$ cat config.mk
export PLATFORM = sky130hd
export DESIGN_NAME = stack_with_second_max
export DESIGN_NICKNAME = d
export VERILOG_FILES = /design/src/rtl/core/swsm_pkg.sv /design/src/rtl/core/swsm_cell.sv /design/src/rtl/core/swsm_level_calc.sv /design/src/rtl/core/stack_with_second_max.sv
export SDC_FILE = /design/constraint.sdc
export NUM_CORES = 2
export LEC_CHECK = 0
export ABC_AREA = 1
export BUFFER_PORTS_ARGS = -buffer_cell sky130_fd_sc_hd__clkbuf_2
export CAP_MARGIN = 10
export CORE_AREA = 2 2 405 407
export CTS_CLUSTER_DIAMETER = 40
export DETAILED_ROUTE_END_ITERATION = 12
export DIE_AREA = 0 0 407 409
export GPL_TIMING_DRIVEN = 0
export PLACE_DENSITY = 0.75
export SLEW_MARGIN = 5
export SYNTH_ARGS = -nofsm -noshare
export SYNTH_HDL_FRONTEND = slang
export SYNTH_SLANG_ARGS = --single-unit
$ cat constraint.sdc
create_clock -name clk -period 29.3 [get_ports clk]
set_input_delay 0 -clock clk [delete_from_list [all_inputs] [get_ports clk]]
set_output_delay 0 -clock clk [all_outputs]
set_load 0.02 [all_outputs]
$ cat src/rtl/core/swsm_pkg.sv
// shared types and constants for the stack with largest and second-largest tracking
// no dependencies

package swsm_pkg;

    localparam int DEPTH       = 64;
    localparam int VALUE_WIDTH = 16;
    localparam int COUNT_W     = $clog2(DEPTH + 1);

    localparam logic OP_PUSH = 1'b0;
    localparam logic OP_POP  = 1'b1;

    typedef logic signed [VALUE_WIDTH-1:0] value_t;
    typedef logic [COUNT_W-1:0]            count_t;

    typedef enum logic [1:0] {
        STATUS_OK    = 2'd0,
        STATUS_FULL  = 2'd1,
        STATUS_EMPTY = 2'd2
    } status_t;

    // one stack level: running max, running second max and its valid bit
    typedef struct packed {
        value_t max;
        value_t second;
        logic   valid;
    } level_t;

    typedef struct packed {
        logic push;
        logic pop;
    } shift_ctl_t;

    typedef struct packed {
        logic   opcode;
        value_t push_value;
    } req_t;

    typedef struct packed {
        value_t  top_max;
        value_t  top_second;
        logic    second_valid;
        logic    is_empty;
        status_t status;
    } rsp_t;

endpackage

$ cat src/rtl/core/swsm_cell.sv
// one level of the shifting stack chain
// depends on swsm_pkg

module swsm_cell (
    input  logic               clk,
    input  swsm_pkg::shift_ctl_t shift,
    input  swsm_pkg::level_t   from_above,
    input  swsm_pkg::level_t   from_below,
    output swsm_pkg::level_t   level
);

    swsm_pkg::level_t level_reg;

    // push moves everything one level deeper, pop moves it back up
    always_ff @(posedge clk)
    begin
        if (shift.push)
        begin
            level_reg <= from_above;
        end
        else if (shift.pop)
        begin
            level_reg <= from_below;
        end
    end

    assign level = level_reg;

endmodule

$ cat src/rtl/core/swsm_level_calc.sv
// derives the new top level from the current top and the pushed value
// depends on swsm_pkg

module swsm_level_calc (
    input  swsm_pkg::level_t top,
    input  logic             have_top,
    input  swsm_pkg::value_t value,
    output swsm_pkg::level_t new_level
);

    always_comb
    begin
        new_level = top;
        if (!have_top)
        begin
            new_level.max    = value;
            new_level.second = '0;
            new_level.valid  = 1'b0;
        end
        else if (value > top.max)
        begin
            new_level.max    = value;
            new_level.second = top.max;
            new_level.valid  = 1'b1;
        end
        else if (value < top.max && (!top.valid || value > top.second))
        begin
            new_level.second = value;
            new_level.valid  = 1'b1;
        end
        // equal to max or not above second: copy the top level
    end

endmodule

$ cat src/rtl/core/stack_with_second_max.sv
// bounded stack reporting its largest and second-largest distinct value
// the result item is registered at the edge that takes the request
// throughput: one item per cycle, set by the shift of the level chain;
// a result item held by rsp_stall stalls the request side until it leaves
// reset clears the level count and the output valid; level contents stay undefined
// depends on swsm_pkg, swsm_cell, swsm_level_calc

module stack_with_second_max (
    input  logic           clk,
    input  logic           rst_n,
    input  logic           req_valid,
    output logic           req_stall,
    input  swsm_pkg::req_t req,
    output logic           rsp_valid,
    input  logic           rsp_stall,
    output swsm_pkg::rsp_t rsp
);

    localparam int DEPTH = swsm_pkg::DEPTH;

    swsm_pkg::count_t     count_reg, count_next;
    logic                 rsp_valid_reg, rsp_valid_next;
    swsm_pkg::rsp_t       rsp_reg, rsp_next;

    swsm_pkg::level_t     level_q [DEPTH];
    swsm_pkg::level_t     above   [DEPTH];
    swsm_pkg::level_t     below   [DEPTH];
    swsm_pkg::level_t     new_level, next_top;
    swsm_pkg::shift_ctl_t shift;

    logic accept, full, empty, do_push, do_pop;

    assign req_stall = rsp_valid_reg && rsp_stall;
    assign accept    = req_valid && !req_stall;
    assign full      = (count_reg == swsm_pkg::COUNT_W'(DEPTH));
    assign empty     = (count_reg == '0);
    assign do_push   = accept && (req.opcode == swsm_pkg::OP_PUSH) && !full;
    assign do_pop    = accept && (req.opcode == swsm_pkg::OP_POP) && !empty;

    assign shift.push = do_push;
    assign shift.pop  = do_pop;

    swsm_level_calc u_calc (
        .top       (level_q[0]),
        .have_top  (!empty),
        .value     (req.push_value),
        .new_level (new_level)
    );

    genvar i;
    generate
        for (i = 0; i < DEPTH; i++)
        begin : g_cell
            if (i == 0)
            begin : g_first
                assign above[i] = new_level;
            end
            else
            begin : g_mid
                assign above[i] = level_q[i-1];
            end
            if (i == DEPTH - 1)
            begin : g_last
                assign below[i] = level_q[i];
            end
            else
            begin : g_rest
                assign below[i] = level_q[i+1];
            end

            swsm_cell u_cell (
                .clk        (clk),
                .shift      (shift),
                .from_above (above[i]),
                .from_below (below[i]),
                .level      (level_q[i])
            );
        end
    endgenerate

    always_comb
    begin
        count_next     = count_reg;
        rsp_valid_next = rsp_valid_reg;
        rsp_next       = rsp_reg;
        next_top       = level_q[0];

        if (do_push)
        begin
            count_next = count_reg + swsm_pkg::COUNT_W'(1);
            next_top   = new_level;
        end
        else if (do_pop)
        begin
            count_next = count_reg - swsm_pkg::COUNT_W'(1);
            next_top   = level_q[1];
        end

        if (rsp_valid_reg && !rsp_stall)
        begin
            rsp_valid_next = 1'b0;
        end

        if (accept)
        begin
            rsp_valid_next = 1'b1;
            if (count_next == '0)
            begin
                rsp_next.top_max      = '0;
                rsp_next.top_second   = '0;
                rsp_next.second_valid = 1'b0;
                rsp_next.is_empty     = 1'b1;
            end
            else
            begin
                rsp_next.top_max      = next_top.max;
                rsp_next.top_second   = next_top.valid ? next_top.second : '0;
                rsp_next.second_valid = next_top.valid;
                rsp_next.is_empty     = 1'b0;
            end
            if (req.opcode == swsm_pkg::OP_PUSH && full)
            begin
                rsp_next.status = swsm_pkg::STATUS_FULL;
            end
            else if (req.opcode == swsm_pkg::OP_POP && empty)
            begin
                rsp_next.status = swsm_pkg::STATUS_EMPTY;
            end
            else
            begin
                rsp_next.status = swsm_pkg::STATUS_OK;
            end
        end
    end

    always_ff @(posedge clk or negedge rst_n)
    begin
        if (!rst_n)
        begin
            count_reg     <= '0;
            rsp_valid_reg <= 1'b0;
        end
        else
        begin
            count_reg     <= count_next;
            rsp_valid_reg <= rsp_valid_next;
        end
    end

    always_ff @(posedge clk)
    begin
        rsp_reg <= rsp_next;
    end

    assign rsp_valid = rsp_valid_reg;
    assign rsp       = rsp_reg;

endmodule
==> After elaboration in Yosys (flattened, before gate mapping) <==
Index checks and enable logic that the tools add are counted.
{ "totals": {"register_bits": 2156, "in_bits": 21, "output_inout_bits": 38, "wordCells": 364} }
{ "classes": {"addsub": 2, "order_cmp": 3, "eq_ne": 1, "mux": 136, "bitwise": 2, "reduce_logical": 21} }
{ "op_table": {"columns": ["operator", "count"], "rows": [
  ["$mux W33", 127],
  ["$mux W17", 2],
  ["$gt A16 B16 Y1", 2],
  ["$lt A16 B16 Y1", 1],
  ["$mux W16", 1],
  ["$logic_not A7 Y1", 2],
  ["$mux W7", 2],
  ["$logic_and A1 B1 Y1", 10],
  ["$add A7 B1 Y7 const B", 1],
  ["$eq A7 B7 Y1 const B", 1],
  ["$sub A7 B1 Y7 const B", 1],
  ["$logic_not A1 Y1", 5],
  ["$reduce_bool A2 Y1", 2],
  ["$mux W1", 3],
  ["$mux W2", 1],
  ["$not A1 Y1", 2],
  ["$reduce_or A2 Y1", 1],
  ["$logic_or A1 B1 Y1", 1]
]} }

==> Longest topological paths before layout <==
{ "logic_depth": {"ltp_word": 9, "depth_mapped": 21, "mapped_depth_nobuf": 20} }

==> Modules after synthesis <==
Synthesis repeated with hierarchy kept, for this count alone.
{ "unflattened": {"hier_cells": 9580, "area_unflattened_um2": 98620.8} }
{ "modules_own_cells": {"columns": ["module", "n_inst", "cells_per_inst", "area_per_inst_um2", "seq_area_each_um2"], "rows": [
  ["swsm_cell", 64, 141, 1476.4, 991.0],
  ["stack_with_second_max", 1, 262, 2553.7, 1281.2],
  ["swsm_level_calc", 1, 294, 1576.5, 0.0]
]} }

==> Least setup slack after synthesis <==
Ideal clock, no wire load.
{ "synth_timing": {"path_type": "register -> register", "start": "register count_reg[0]", "end": "register rsp_reg, in the netlist rsp[10] (data pin)", "setup_ps": 262, "arrival_time_ps": 28227, "t_required_ps": 29038, "path_slack_ps": 811, "stages_incl_launch_ff": 14, "n_path_buf": 1, "period_less_slack_ps": 28489, "cell_sequence": "dfrtp_1 > inv_1 > ha_1 > nand2_1 > nor2_2 > nand3_2 > nand2_2 > nand2_2 > o21ai_0 > a22oi_1 > nand2_1 > nand2_4 > buf_6 > a21oi_2"} }
{ "synth_lines": {"columns": ["item", "line", "source"], "rows": [
  ["from (decl)", "stack_with_second_max.sv:21", "swsm_pkg::count_t count_reg, count_next;"],
  ["from (signal assigned)", "stack_with_second_max.sv:145", "count_reg <= count_next;"],
  ["to (signal assigned)", "stack_with_second_max.sv:152", "rsp_reg <= rsp_next;"],
  ["to (decl)", "stack_with_second_max.sv:23", "swsm_pkg::rsp_t rsp_reg, rsp_next;"]
]} }

==> Final worst setup path <==
{ "layout_timing": {"start": "register count_reg[0]", "end": "register g_cell[28].u_cell.level_reg, in the netlist g_cell[28].u_cell.level[14] (enable)"} }
{ "layout_between": {"elab_chain_cells": 4, "elab_cells_between_ends": 7, "cone_classes": "1 x eq/ne; 6 x reduce/logical"} }
{ "layout_lines": {"columns": ["item", "line", "source"], "rows": [
  ["$eq A7 B7 Y1 or $logic_not A7 Y1 (tied branches)", "stack_with_second_max.sv:35, stack_with_second_max.sv:36", null],
  ["$logic_not A1 Y1, on equally long branches", null, null],
  ["$logic_and A1 B1 Y1, on equally long branches", "stack_with_second_max.sv:37, stack_with_second_max.sv:38", null],
  ["$reduce_bool A2 Y1 (no source line) (*)", null, null],
  ["to (signal assigned)", "swsm_cell.sv:19", "level_reg <= from_above;"],
  ["to (signal assigned)", "swsm_cell.sv:23", "level_reg <= from_below;"],
  ["to (decl)", "swsm_cell.sv:12", "swsm_pkg::level_t level_reg;"]
]} }
Mark *: on every way between the ends. The rest lies on a longest branch, timed or not.
A chain may end at the register's enable or synchronous reset.

==> results.sh <==
export IMPL_place_congestion=0.845
export IMPL_setup_violations=0
export IMPL_drt_first_pass_iters=6
export IMPL_status="completed"
export IMPL_yosysUniqueCellTypes=32
export IMPL_arrival_ns=4.65
export IMPL_first_global_vias=66219
export IMPL_yosysTopAreaCellShare=0.690
export IMPL_critPathCaptureType="flop"
export IMPL_die_h_um=409
export IMPL_synth_top_area_cell="edfxtp_1"
export IMPL_rsz0062_at_grt="no"
export IMPL_wl_um=209000
export IMPL_finClkSkew_ns=0.0603
export IMPL_antenna_found_initial=1
export IMPL_cts_root_buf="clkbuf_16"
export IMPL_num_vias=65310
export IMPL_power_density_mw_per_mm2=82.4
export IMPL_cts_htree_levels=5
export IMPL_ys_flop_type="edfxtp_1"
export IMPL_leakage_nw=45.6
export IMPL_fin_crit_sh=0.141
export IMPL_numCtsBuffers=299
export IMPL_synth_area_per_cell_sq_um=10.0
export IMPL_instances_no_fill=11958
export IMPL_hold_violations=0
export IMPL_dp_hpwl_um=142000
export IMPL_clock_latency_ns=0.92
export IMPL_drive_above_1_share=0.0810
export IMPL_largest_reg_flops=2112
export IMPL_vdd_drop_max_uv=85.1
export IMPL_min_path_type="input port to asynchronous set/reset pin"
export IMPL_tightestPinTransition_ns=1.02
export IMPL_fin_setup_tns_ns=0
export IMPL_synthToLayoutAreaGrowth_pct=14.7
export IMPL_critPathMaxFanout=127
export IMPL_grt_usage=0.251
export IMPL_use_met3=0.0341
export IMPL_syn_area_sq_mm=0.0921
export IMPL_diodes=0
export IMPL_seq_area_frac_synth=0.699
export IMPL_maxSlewHeadroom=0.317
export IMPL_drc=0
export IMPL_cap_violations=0
export IMPL_core_area_sq_mm=0.162
export IMPL_grt_busiest_layer="met2"
export IMPL_use_met1=0.367
export IMPL_worstSetupPathType="flop to flop"
export IMPL_ys_warn_count=0
export IMPL_synthTopCellsByArea="edfxtp_1 (69%), nand2_1 (24%), o21ai_0 (1.5%)"
export IMPL_clk_pin_slew_ns=0.05
export IMPL_ys_ff_latch=2156
export IMPL_vias_per_cell=5.46
export IMPL_rows=148
export IMPL_dieArea_sq_mm=0.166
export IMPL_grt_pass1_wl_um=338000
export IMPL_clock_path_buffers=4
export IMPL_ios=59
export IMPL_start_util=0.568
export IMPL_syn_num_nets=9224
export IMPL_grt_use_met2=0.396
export IMPL_fillers=12283
export IMPL_syn_inst=9169
export IMPL_cts_tree="built"
export IMPL_cp_start_kind="flop"
export IMPL_cp_required_ns=29.82
export IMPL_slew_viol_final=0
export IMPL_place_inst=11422
export IMPL_max_freq_mhz=242
export IMPL_cts_sinks=2156
export IMPL_ant_nets=0
export IMPL_nets=9627
export IMPL_cts_resized=0
export IMPL_grt_overflow_total=0
export IMPL_synth_edff_count=2115
export IMPL_port_buffers=58
export IMPL_synth_common_cells="nand2_1 (5798), edfxtp_1 (2115), o21ai_0 (267), buf_2 (235), clkbuf_1 (235)"
export IMPL_die_w_um=407
export IMPL_async_flop_share=0.00371
export IMPL_finalCriticalPeriod_ns=4.13
export IMPL_drt_iter0_drc=7169
export IMPL_wl_per_cell_um=17.5
export IMPL_synth_most_common_cell="nand2_1"
export IMPL_grt_start_max_net_pins=128
[through the flow]
step	utilization	instance area [sq um]	hold slack, ns	power (mW)	worst slack [ns]
floorplan	-	92100	-0.296	5.22	0.811
global placement	0.587	95100	-0.141	5.69	-8.71
detailed placement	0.590	95600	-0.135	5.18	25.15
CTS	0.652	106000	0.0555	8.74	25.13
global route	0.652	106000	0.130	9.04	24.86
finish	0.652	106000	0.0886	8.70	25.17
[where the power goes]
group / total, mW / internal, mW / switching (mW)
logic: 0.992 / 0.298 / 0.693
clock network: 3.57 / 2.19 / 1.38
registers: 4.15 / 3.93 / 0.216
total: 8.70 / 6.42 / 2.29
[layout make-up]
type                       count  area, sq um  area share
timing repair buffer         102         1070      0.0102
buffer                       482         2150      0.0203
inverter                     211          792     0.00750
clock buffer                 335         7740      0.0734
multi-input combinational   6320        24800       0.235
tap                         2175         2720      0.0258
clock inverter               177         1950      0.0185
sequential                  2156        64400       0.610
[routing by layer]
metal  up-vias  part of all wire
met5         -                 0
met4         0             0.023
met3       384             0.066
met2      2362              0.47
met1     31918              0.44
li1      30646                 -
[kinds of logic (layout without fill, tap and decap cells)]
family | count (synthesis) | after routing | synth area share
buf+inv | 693 | 1307 | 0.0319
compound gates | 369 | 369 | 0.0217
xor+xnor | 4 | 4 | 0.000380
fa+ha+maj | 34 | 34 | 0.00462
simple gates | 5913 | 5913 | 0.242
flops | 2156 | 2156 | 0.699
[final timing paths]
check,start,to,slack (ns),cells after the start
setup / recovery,count_reg[0],g_cell[28].u_cell.level[14],25.17,11
min in group clk,req[0],g_cell[0].u_cell.level[1],0.09,6
max in group asynchronous,rst_n,count_reg[4],28.92,3
setup reg to reg,count_reg[0],g_cell[28].u_cell.level[14],25.17,11
hold reg to reg,g_cell[62].u_cell.level[12],g_cell[63].u_cell.level[12],0.45,0
hold / removal,rst_n,count_reg[2],0.09,3
[worst max-delay path, stage by stage, from the launching register on]
cell and delay [ns]:
dfrtp_1 0.38, inv_1 0.08, ha_1 0.23, nand2_1 0.09, nor2_2 0.06, nand3_1 0.11
nand2_2 0.18, nand2_8 0.39, buf_16 0.43, buf_16 0.42, buf_16 0.46, buf_16 0.47
[cells in the final DEF (no fill, tap or decap), types with 3 or more instances in the layout]
cell and n:
o21ai_0 267, buf_16 19, o211ai_1 17, xor2_1 4
clkinvlp_4 22, dfrtp_1 8, a21boi_0 16, a21oi_1 51
edfxtp_1 2115, clkinv_4 20, inv_6 30, a21oi_2 9
clkbuf_1 264, nand3_1 62, inv_1 207, buf_6 4
dlygate4sd3_1 24, buf_1 5, o21ai_2 3, clkinv_8 4
nand2_1 5798, clkinv_1 36, buf_4 3, clkbuf_16 305
dfxtp_1 33, clkbuf_2 59, ha_1 34, inv_2 4
inv_8 7, bufinv_16 31, buf_2 235, clkinv_2 27
nor2_1 41
[timing repair]
item / 4_1_cts / 5_1_grt
hold endpoints to repair: 129 / 0
hold buffers: 24 / 0
setup buffers: 0 / 0
(Power assumes the default switching activity.)
